## src/rtl/fac_pkg.sv

```systemverilog
// ---------------------------------------------------------------------------
// fac_pkg: shared types and constants for the four-level alarm check
// Value width, register map, status codes and payload structs.
// ---------------------------------------------------------------------------
package fac_pkg;

  localparam int VALUE_WIDTH = 32;
  localparam int HYST_WIDTH  = 31;
  localparam int SEV_WIDTH   = 2;
  localparam int CODE_WIDTH  = 3;
  localparam int NUM_LEVELS  = 4;

  // limit +/- hysteresis never wraps at this width
  localparam int SUM_WIDTH =
    ((VALUE_WIDTH > HYST_WIDTH + 1) ? VALUE_WIDTH : HYST_WIDTH + 1) + 1;

  // configuration port geometry
  localparam int DATA_WIDTH = (VALUE_WIDTH > 32) ? 64 : 32;
  localparam int ADDR_LSB   = (VALUE_WIDTH > 32) ? 3 : 2;
  localparam int INDEX_WIDTH = 3;
  localparam int ADDR_WIDTH = ADDR_LSB + INDEX_WIDTH;

  localparam logic [INDEX_WIDTH-1:0] REG_HIHI_LIMIT = 3'd0;
  localparam logic [INDEX_WIDTH-1:0] REG_LOLO_LIMIT = 3'd1;
  localparam logic [INDEX_WIDTH-1:0] REG_HIGH_LIMIT = 3'd2;
  localparam logic [INDEX_WIDTH-1:0] REG_LOW_LIMIT  = 3'd3;
  localparam logic [INDEX_WIDTH-1:0] REG_HYSTERESIS = 3'd4;
  localparam logic [INDEX_WIDTH-1:0] REG_LEVEL_SEV  = 3'd5;

  localparam logic [CODE_WIDTH-1:0] STATUS_NONE = 3'd0;
  localparam logic [CODE_WIDTH-1:0] STATUS_HIHI = 3'd1;
  localparam logic [CODE_WIDTH-1:0] STATUS_LOLO = 3'd2;
  localparam logic [CODE_WIDTH-1:0] STATUS_HIGH = 3'd3;
  localparam logic [CODE_WIDTH-1:0] STATUS_LOW  = 3'd4;

  typedef struct packed {
    logic signed [VALUE_WIDTH-1:0] sample;
    logic [SEV_WIDTH-1:0]          prior_severity;
  } fac_in_t;

  typedef struct packed {
    logic [SEV_WIDTH-1:0]  new_severity;
    logic [CODE_WIDTH-1:0] status_code;
  } fac_out_t;

  typedef struct packed {
    logic signed [VALUE_WIDTH-1:0] hihi_limit;
    logic signed [VALUE_WIDTH-1:0] lolo_limit;
    logic signed [VALUE_WIDTH-1:0] high_limit;
    logic signed [VALUE_WIDTH-1:0] low_limit;
    logic [HYST_WIDTH-1:0]         hysteresis;
    logic [2*NUM_LEVELS-1:0]       level_severities;
  } fac_cfg_t;

  // outcome of one item's level check
  typedef struct packed {
    logic                          matched;
    logic                          raise;
    logic [SEV_WIDTH-1:0]          severity;
    logic [CODE_WIDTH-1:0]         code;
    logic signed [VALUE_WIDTH-1:0] level;
  } fac_decision_t;

endpackage

```

## src/rtl/fac_cfg_regs.sv

```systemverilog
// ---------------------------------------------------------------------------
// fac_cfg_regs: configuration register file
// APB-style write and read access to the limits, hysteresis and severities.
// ---------------------------------------------------------------------------
module fac_cfg_regs (
  input  logic                            clk,
  input  logic                            rst_n,
  input  logic                            cfg_psel,
  input  logic                            cfg_penable,
  input  logic                            cfg_pwrite,
  input  logic [fac_pkg::ADDR_WIDTH-1:0]  cfg_paddr,
  input  logic [fac_pkg::DATA_WIDTH-1:0]  cfg_pwdata,
  output logic [fac_pkg::DATA_WIDTH-1:0]  cfg_prdata,
  output logic                            cfg_pready,
  output fac_pkg::fac_cfg_t               cfg
);
  import fac_pkg::*;

  fac_cfg_t               cfg_r;
  fac_cfg_t               cfg_nxt;
  logic [INDEX_WIDTH-1:0] index;
  logic                   wr_en;

  assign index      = cfg_paddr[ADDR_WIDTH-1:ADDR_LSB];
  assign wr_en      = cfg_psel && cfg_penable && cfg_pwrite;
  assign cfg_pready = 1'b1;
  assign cfg        = cfg_r;

  always_comb begin
    cfg_nxt = cfg_r;
    if (wr_en) begin
      unique case (index)
        REG_HIHI_LIMIT: cfg_nxt.hihi_limit = cfg_pwdata[VALUE_WIDTH-1:0];
        REG_LOLO_LIMIT: cfg_nxt.lolo_limit = cfg_pwdata[VALUE_WIDTH-1:0];
        REG_HIGH_LIMIT: cfg_nxt.high_limit = cfg_pwdata[VALUE_WIDTH-1:0];
        REG_LOW_LIMIT:  cfg_nxt.low_limit  = cfg_pwdata[VALUE_WIDTH-1:0];
        REG_HYSTERESIS: cfg_nxt.hysteresis = cfg_pwdata[HYST_WIDTH-1:0];
        REG_LEVEL_SEV:  cfg_nxt.level_severities = cfg_pwdata[2*NUM_LEVELS-1:0];
        default:        cfg_nxt = cfg_r;
      endcase
    end
  end

  always_ff @(posedge clk) begin
    if (!rst_n) begin
      cfg_r <= '0;
    end else begin
      cfg_r <= cfg_nxt;
    end
  end

  always_comb begin
    unique case (index)
      REG_HIHI_LIMIT: cfg_prdata = DATA_WIDTH'($unsigned(cfg_r.hihi_limit));
      REG_LOLO_LIMIT: cfg_prdata = DATA_WIDTH'($unsigned(cfg_r.lolo_limit));
      REG_HIGH_LIMIT: cfg_prdata = DATA_WIDTH'($unsigned(cfg_r.high_limit));
      REG_LOW_LIMIT:  cfg_prdata = DATA_WIDTH'($unsigned(cfg_r.low_limit));
      REG_HYSTERESIS: cfg_prdata = DATA_WIDTH'(cfg_r.hysteresis);
      REG_LEVEL_SEV:  cfg_prdata = DATA_WIDTH'(cfg_r.level_severities);
      default:        cfg_prdata = '0;
    endcase
  end

endmodule

```

## src/rtl/fac_level_check.sv

```systemverilog
// ---------------------------------------------------------------------------
// fac_level_check: priority limit check for one item
// Compares the sample against hihi, lolo, high and low with hysteresis.
// ---------------------------------------------------------------------------
module fac_level_check (
  input  fac_pkg::fac_in_t                        item,
  input  fac_pkg::fac_cfg_t                       cfg,
  input  logic signed [fac_pkg::VALUE_WIDTH-1:0]  last_level,
  output fac_pkg::fac_decision_t                  decision
);
  import fac_pkg::*;

  localparam logic [NUM_LEVELS-1:0] UPWARD = 4'b0101;

  logic signed [VALUE_WIDTH-1:0] lims [NUM_LEVELS];
  logic signed [SUM_WIDTH-1:0]   lim_ext [NUM_LEVELS];
  logic signed [SUM_WIDTH-1:0]   band [NUM_LEVELS];
  logic signed [SUM_WIDTH-1:0]   v_ext;
  logic signed [SUM_WIDTH-1:0]   hy_ext;
  logic [SEV_WIDTH-1:0]          lsev [NUM_LEVELS];
  logic [NUM_LEVELS-1:0]         hit;
  logic                          found;

  assign lims[0] = cfg.hihi_limit;
  assign lims[1] = cfg.lolo_limit;
  assign lims[2] = cfg.high_limit;
  assign lims[3] = cfg.low_limit;

  assign v_ext  = SUM_WIDTH'(item.sample);
  assign hy_ext = SUM_WIDTH'(cfg.hysteresis);

  always_comb begin
    for (int k = 0; k < NUM_LEVELS; k++) begin
      lsev[k]    = cfg.level_severities[2*k +: SEV_WIDTH];
      lim_ext[k] = SUM_WIDTH'(lims[k]);
      if (UPWARD[k]) begin
        band[k] = lim_ext[k] - hy_ext;
        hit[k]  = (lsev[k] != '0) &&
                  ((v_ext >= lim_ext[k]) ||
                   ((last_level == lims[k]) && (v_ext >= band[k])));
      end else begin
        band[k] = lim_ext[k] + hy_ext;
        hit[k]  = (lsev[k] != '0) &&
                  ((v_ext <= lim_ext[k]) ||
                   ((last_level == lims[k]) && (v_ext <= band[k])));
      end
    end
  end

  // first matching level wins; lower priorities are ignored
  always_comb begin
    found             = 1'b0;
    decision.matched  = 1'b0;
    decision.raise    = 1'b0;
    decision.severity = item.prior_severity;
    decision.code     = STATUS_NONE;
    decision.level    = item.sample;
    for (int k = 0; k < NUM_LEVELS; k++) begin
      if (!found && hit[k]) begin
        found            = 1'b1;
        decision.matched = 1'b1;
        decision.level   = lims[k];
        if (lsev[k] > item.prior_severity) begin
          decision.raise    = 1'b1;
          decision.severity = lsev[k];
          decision.code     = CODE_WIDTH'(k + 1);
        end
      end
    end
  end

endmodule

```

## src/rtl/four_level_alarm_check_top.sv

```systemverilog
// ---------------------------------------------------------------------------
// four_level_alarm_check_top: four-level analog alarm check with hysteresis
// Input register, combinational level check, result register.
// ---------------------------------------------------------------------------
// One item per clock while the result side keeps up: a sample is registered
// on acceptance, checked against the four limits by combinational logic and
// lands in the result register. The last alarm level register is updated
// when an item leaves the check with no match or with a raise, so the
// following item sees it at once. Configuration should be written through
// the APB port only while the block holds no items; the block itself does
// not enforce this. Valid flags, configuration and last level reset to zero.
module four_level_alarm_check_top (
  input  logic                            clk,
  input  logic                            rst_n,
  input  logic                            in_valid,
  output logic                            in_stall,
  input  fac_pkg::fac_in_t                in_data,
  output logic                            out_valid,
  input  logic                            out_stall,
  output fac_pkg::fac_out_t               out_data,
  input  logic                            cfg_psel,
  input  logic                            cfg_penable,
  input  logic                            cfg_pwrite,
  input  logic [fac_pkg::ADDR_WIDTH-1:0]  cfg_paddr,
  input  logic [fac_pkg::DATA_WIDTH-1:0]  cfg_pwdata,
  output logic [fac_pkg::DATA_WIDTH-1:0]  cfg_prdata,
  output logic                            cfg_pready
);
  import fac_pkg::*;

  fac_cfg_t                      cfg;
  fac_decision_t                 decision;

  fac_in_t                       in_r;
  logic                          in_valid_r;
  logic                          in_valid_nxt;
  fac_out_t                      out_r;
  fac_out_t                      out_nxt;
  logic                          out_valid_r;
  logic                          out_valid_nxt;
  logic signed [VALUE_WIDTH-1:0] last_level_r;
  logic signed [VALUE_WIDTH-1:0] last_level_nxt;

  logic out_free;
  logic advance;
  logic in_take;

  fac_cfg_regs u_cfg_regs (
    .clk        (clk),
    .rst_n      (rst_n),
    .cfg_psel   (cfg_psel),
    .cfg_penable(cfg_penable),
    .cfg_pwrite (cfg_pwrite),
    .cfg_paddr  (cfg_paddr),
    .cfg_pwdata (cfg_pwdata),
    .cfg_prdata (cfg_prdata),
    .cfg_pready (cfg_pready),
    .cfg        (cfg)
  );

  fac_level_check u_level_check (
    .item      (in_r),
    .cfg       (cfg),
    .last_level(last_level_r),
    .decision  (decision)
  );

  assign out_free = !out_valid_r || !out_stall;
  assign advance  = in_valid_r && out_free;
  assign in_stall = in_valid_r && !out_free;
  assign in_take  = in_valid && !in_stall;

  always_comb begin
    in_valid_nxt   = in_valid_r;
    out_valid_nxt  = out_valid_r;
    out_nxt        = out_r;
    last_level_nxt = last_level_r;
    if (out_valid_r && !out_stall) begin
      out_valid_nxt = 1'b0;
    end
    if (advance) begin
      out_valid_nxt        = 1'b1;
      out_nxt.new_severity = decision.severity;
      out_nxt.status_code  = decision.code;
      in_valid_nxt         = 1'b0;
      // no match records the sample, a raise records the limit
      if (!decision.matched || decision.raise) begin
        last_level_nxt = decision.level;
      end
    end
    if (in_take) begin
      in_valid_nxt = 1'b1;
    end
  end

  always_ff @(posedge clk) begin
    if (!rst_n) begin
      in_valid_r   <= 1'b0;
      out_valid_r  <= 1'b0;
      last_level_r <= '0;
    end else begin
      in_valid_r   <= in_valid_nxt;
      out_valid_r  <= out_valid_nxt;
      last_level_r <= last_level_nxt;
    end
  end

  always_ff @(posedge clk) begin
    if (in_take) begin
      in_r <= in_data;
    end
    out_r <= out_nxt;
  end

  assign out_valid = out_valid_r;
  assign out_data  = out_r;

endmodule

```

## config.mk

```make
export PLATFORM = sky130hd
export DESIGN_NAME = four_level_alarm_check_top
export DESIGN_NICKNAME = d
export VERILOG_FILES = /design/src/rtl/fac_pkg.sv /design/src/rtl/fac_cfg_regs.sv /design/src/rtl/fac_level_check.sv /design/src/rtl/four_level_alarm_check_top.sv
export SDC_FILE = /design/constraint.sdc
export NUM_CORES = 1
export LEC_CHECK = 0
export BUFFER_PORTS_ARGS = -buffer_cell sky130_fd_sc_hd__buf_2
export CORE_UTILIZATION = 35
export DETAILED_ROUTE_END_ITERATION = 16
export PLACE_DENSITY = 0.54
export SYNTH_ARGS = -nofsm -noshare
export SYNTH_HDL_FRONTEND = slang
export SYNTH_SLANG_ARGS = --single-unit
export TNS_END_PERCENT = 5
```

## constraint.sdc

```tcl
create_clock -name clk -period 6.13 [get_ports clk]
set_clock_uncertainty 0.2 [all_clocks]
set_input_delay 0.613 -clock clk [delete_from_list [all_inputs] [get_ports clk]]
set_output_delay 0.613 -clock clk [all_outputs]
set_load 0.005 [all_outputs]
```

==> results.md <==
* Type of the worst min-delay path: in2reg
* Total power at 5.101 mW
* Worst stage delay on the critical path at 0.41 ns
* WHS at 0.01745 ns
* CTS Sinks at 240
* Most frequent CP cell: buf_6
* Post-synth EDFFs at 39
* Syn Inst Count at 3204
* Critical path arrival at 6.85 ns
* Die Area at 71980 sq um
* GRT Util Overall at 29.88%
* Combinational power share at 24.7%
* Net Count, Synth at 3679
* Setup ws final at -0.4157 ns
* Internal power at 3.437 mW
* Largest net degree at the start of global routing at 85
* Final setup fails at 35
* Worst slew pin tran at 1.254 ns
* Initial Util at 35.38%
* Register area share after synthesis at 20.93%
* Reg power frac at 34.2%
* Total CTS buffers at 34
* Fillers at 7163
* CP endpoint kind: register
* Iter 0 DRT Violations at 2713
* Seq cells post-synth at 240
* Layout cell share with drive strength beyond 1 at 19.17%
* DP HPWL at 82.11 mm
* RSZ-0062 raised after global routing: true
* Top FF cell, synth: dfxtp_1
* Vias/cell at 5.606
* WS Path Type: reg2reg
* Clk_lat worst skew at 0.58 ns
* Area Overhead vs Synth at 25.46%
* PwrDens at 163.8 nW/um^2
* Setup Slack @ Placement at -1.218 ns
* Post-Syn Area at 24820 sq um
* Clock transition at path regs at 0.07 ns
* Max Buffers Root-to-Sink at 3
* Max-slew headroom at 16.24%
* TritonCTS clock tree: done
* Status: finished with violations
* Initial antenna violation count at 1
* Via count at 25655
* CTS HTree Levels at 2
* Total leakage power at 13.02 nW
* Clock Tree Root: clkbuf_16
* Max stage delay cell, worst path: ha_1
* GP Congestion at 0.9843
* Final min period at 6.546 ns
* Failing checks: setup timing
* Worst-case vdd ir drop at 0.1340 mV
* DR DRC count at 0
* I/O pin count at 118
* Nets at 4085
* Hold Fails Final Rpt at 0
* Startpoint types: register
* Crit path max fanout at 7
* Die width at 268.3 um
* First-pass GRT wire length at 158.2 mm
* WL/cell at 24.17 um
* WL final at 110.6 mm
* Post-DRT Antenna Nets at 0
* Final worst-path cycle share at 106.8%
* Remaining Overflow, GRT at 0
* Min-Delay Path Depth at 1
* Row count at 97
* Switching share of power at 32.63%
* FF-to-FF path depth at 28
* P_sw at 1.664 mW
* FF+latch area at 5200 sq um
* Number of global-route vias before repair at 23621
* Req. time, crit path at 6.43 ns
* PortBufs at 114
* Core Box Area at 70150 sq um
* Clock power frac at 41.2%
* Library cells used by synthesis at 79
* Chip height at 268.3 um
* Post-Route Setup TNS at -13.15 ns
* Yosys warns at 0
* Final core area utilization at 44.38%
* Multi-input gate area at 18850 sq um
* Slew Viols, Final at 0
* Max Cap Viol at 0
* Mean Syn Cell Area at 7.746 sq um
* Ys async rst share at 0%
* Peak Freq at 0.1528 GHz
* DRT Pass-1 Iters at 8
-- area by class of cell --
cell class | instances | share of cell area (%)
Sequential cell | 240 | 16.70
Inverter | 210 | 2.532
Clock buffer | 46 | 3.143
Clock inverter | 15 | 0.5264
Timing Repair Buffer | 517 | 12.78
Multi-Input combinational cell | 2607 | 60.53
Tap cell | 940 | 3.778
Antenna cell | 1 | 0.008037
-- cells in the final DEF, fill, tap and decap left out, types with 18 or more instances in the layout --
master,synthesis,layout
nand2b_1,29,29
dfxtp_1,201,199
mux2i_1,54,54
o21a_1,18,18
a21oi_1,292,282
a211o_1,37,37
nor3_1,38,34
buf_4,5,375
a31oi_1,49,46
nor2b_1,39,36
o21ai_0,125,111
ha_1,393,389
a22oi_1,21,21
o211ai_1,21,21
a21o_1,66,64
xor2_1,90,89
edfxtp_1,39,39
xnor2_1,146,146
nand2_1,485,473
o22ai_1,26,26
clkbuf_16,0,42
nand4_1,69,69
a211oi_1,25,18
buf_2,11,112
inv_1,210,210
nand3_1,55,51
a21boi_0,163,163
nor2_1,170,165
-- sequential cells by signal (all words and copies together), names as in the netlist --
| name | cells |
|---|---|
| u_cfg_regs.cfg | 167 |
| in_r | 34 |
| last_level_r | 32 |
| out_data | 5 |
| in_valid_r | 1 |
| out_valid | 1 |
-- cell usage after synthesis (13+ instances only) --
cell type | instances | area (sq um)
o21a_1 | 18 | 135.1
a211o_1 | 37 | 324.1
xnor2_1 | 146 | 1279
o21ai_0 | 125 | 625.6
nand2b_1 | 29 | 181.4
nor2b_1 | 39 | 244.0
nor2_1 | 170 | 638.1
nand2_1 | 485 | 1821
clkbuf_1 | 115 | 431.7
xor2_1 | 90 | 788.3
ha_1 | 393 | 4917
mux2i_1 | 54 | 540.5
a31oi_1 | 49 | 306.5
a22oi_1 | 21 | 157.7
o22ai_1 | 26 | 162.7
inv_1 | 210 | 788.3
nor4_1 | 19 | 118.9
nor3_1 | 38 | 190.2
a21oi_1 | 292 | 1461
edfxtp_1 | 39 | 1171
and3_1 | 14 | 87.58
nand4_1 | 69 | 431.7
a21o_1 | 66 | 495.5
nand3_1 | 55 | 275.3
a21boi_0 | 163 | 1224
o211ai_1 | 21 | 157.7
a211oi_1 | 25 | 187.7
o21bai_1 | 13 | 97.59
dfxtp_1 | 201 | 4024
-- power by group through the flow --
stage,combinational [mW],sequential [mW],clock (mW)
2_1_floorplan,0.722,1.72,0
4_1_cts,1.20,1.74,2.12
3_5_place_dp,1.15,1.77,0
6_report,1.26,1.74,2.10
3_3_place_gp,1.15,1.77,0
5_1_grt,1.37,1.75,2.18
-- layer usage --
metal	vias up	GRT usage, %	share of wire (%)
met2	1114	45.86	43
met1	12009	40.74	44
met3	235	4.902	8.3
met5	-	0	0.012
met4	2	13.71	5.1
li1	12295	-	-
-- logic make-up after synthesis --
group / Yosys count / share of synthesized area [%]
adder cells (fa/ha/maj): 397 / 20.14
AO/OA/AOI/OAI: 938 / 24.61
AND/OR/NAND/NOR: 978 / 17.95
other: 1 / 0.01511
flip-flops: 240 / 20.93
buffers and inverters: 357 / 5.652
XOR/XNOR: 237 / 8.394
multiplexers: 56 / 2.314
-- per-stage QoR --
stage	area, sq um	cells
finish	31130	4576
global route	31130	4575
CTS	30470	4552
detailed placement	28840	4473
global placement	28840	4473
floorplan	24820	3204
-- worst max-delay path, delay by kind of cell (launching register included) --
kind | cells | cell delay (ns)
AO/OA/AOI/OAI | 14 | 2.96
flip-flops | 1 | 0.36
buffers and inverters | 6 | 1.07
AND/OR/NAND/NOR | 5 | 0.99
adder cells (fa/ha/maj) | 3 | 0.93
-- what timing repair did --
action / 4_1_cts / 5_1_grt
hold buffers: 0 / 0
resized for setup: 55 / 88
pin swaps: 35 / 89
endpoints found under the setup margin: 37 / 37
gates cloned: 5 / 7
buffers inserted: 14 / 19
-- path summary, 6_finish.rpt --
check,from,to,slack (ns)
min reg2reg,in_valid_r,out_valid,0.33
max reg2reg,u_cfg_regs.cfg[8],last_level_r[26],-0.42
max,u_cfg_regs.cfg[8],last_level_r[26],-0.42
min,in_data[23],in_r[23],0.02
(Power assumes the default switching activity.)
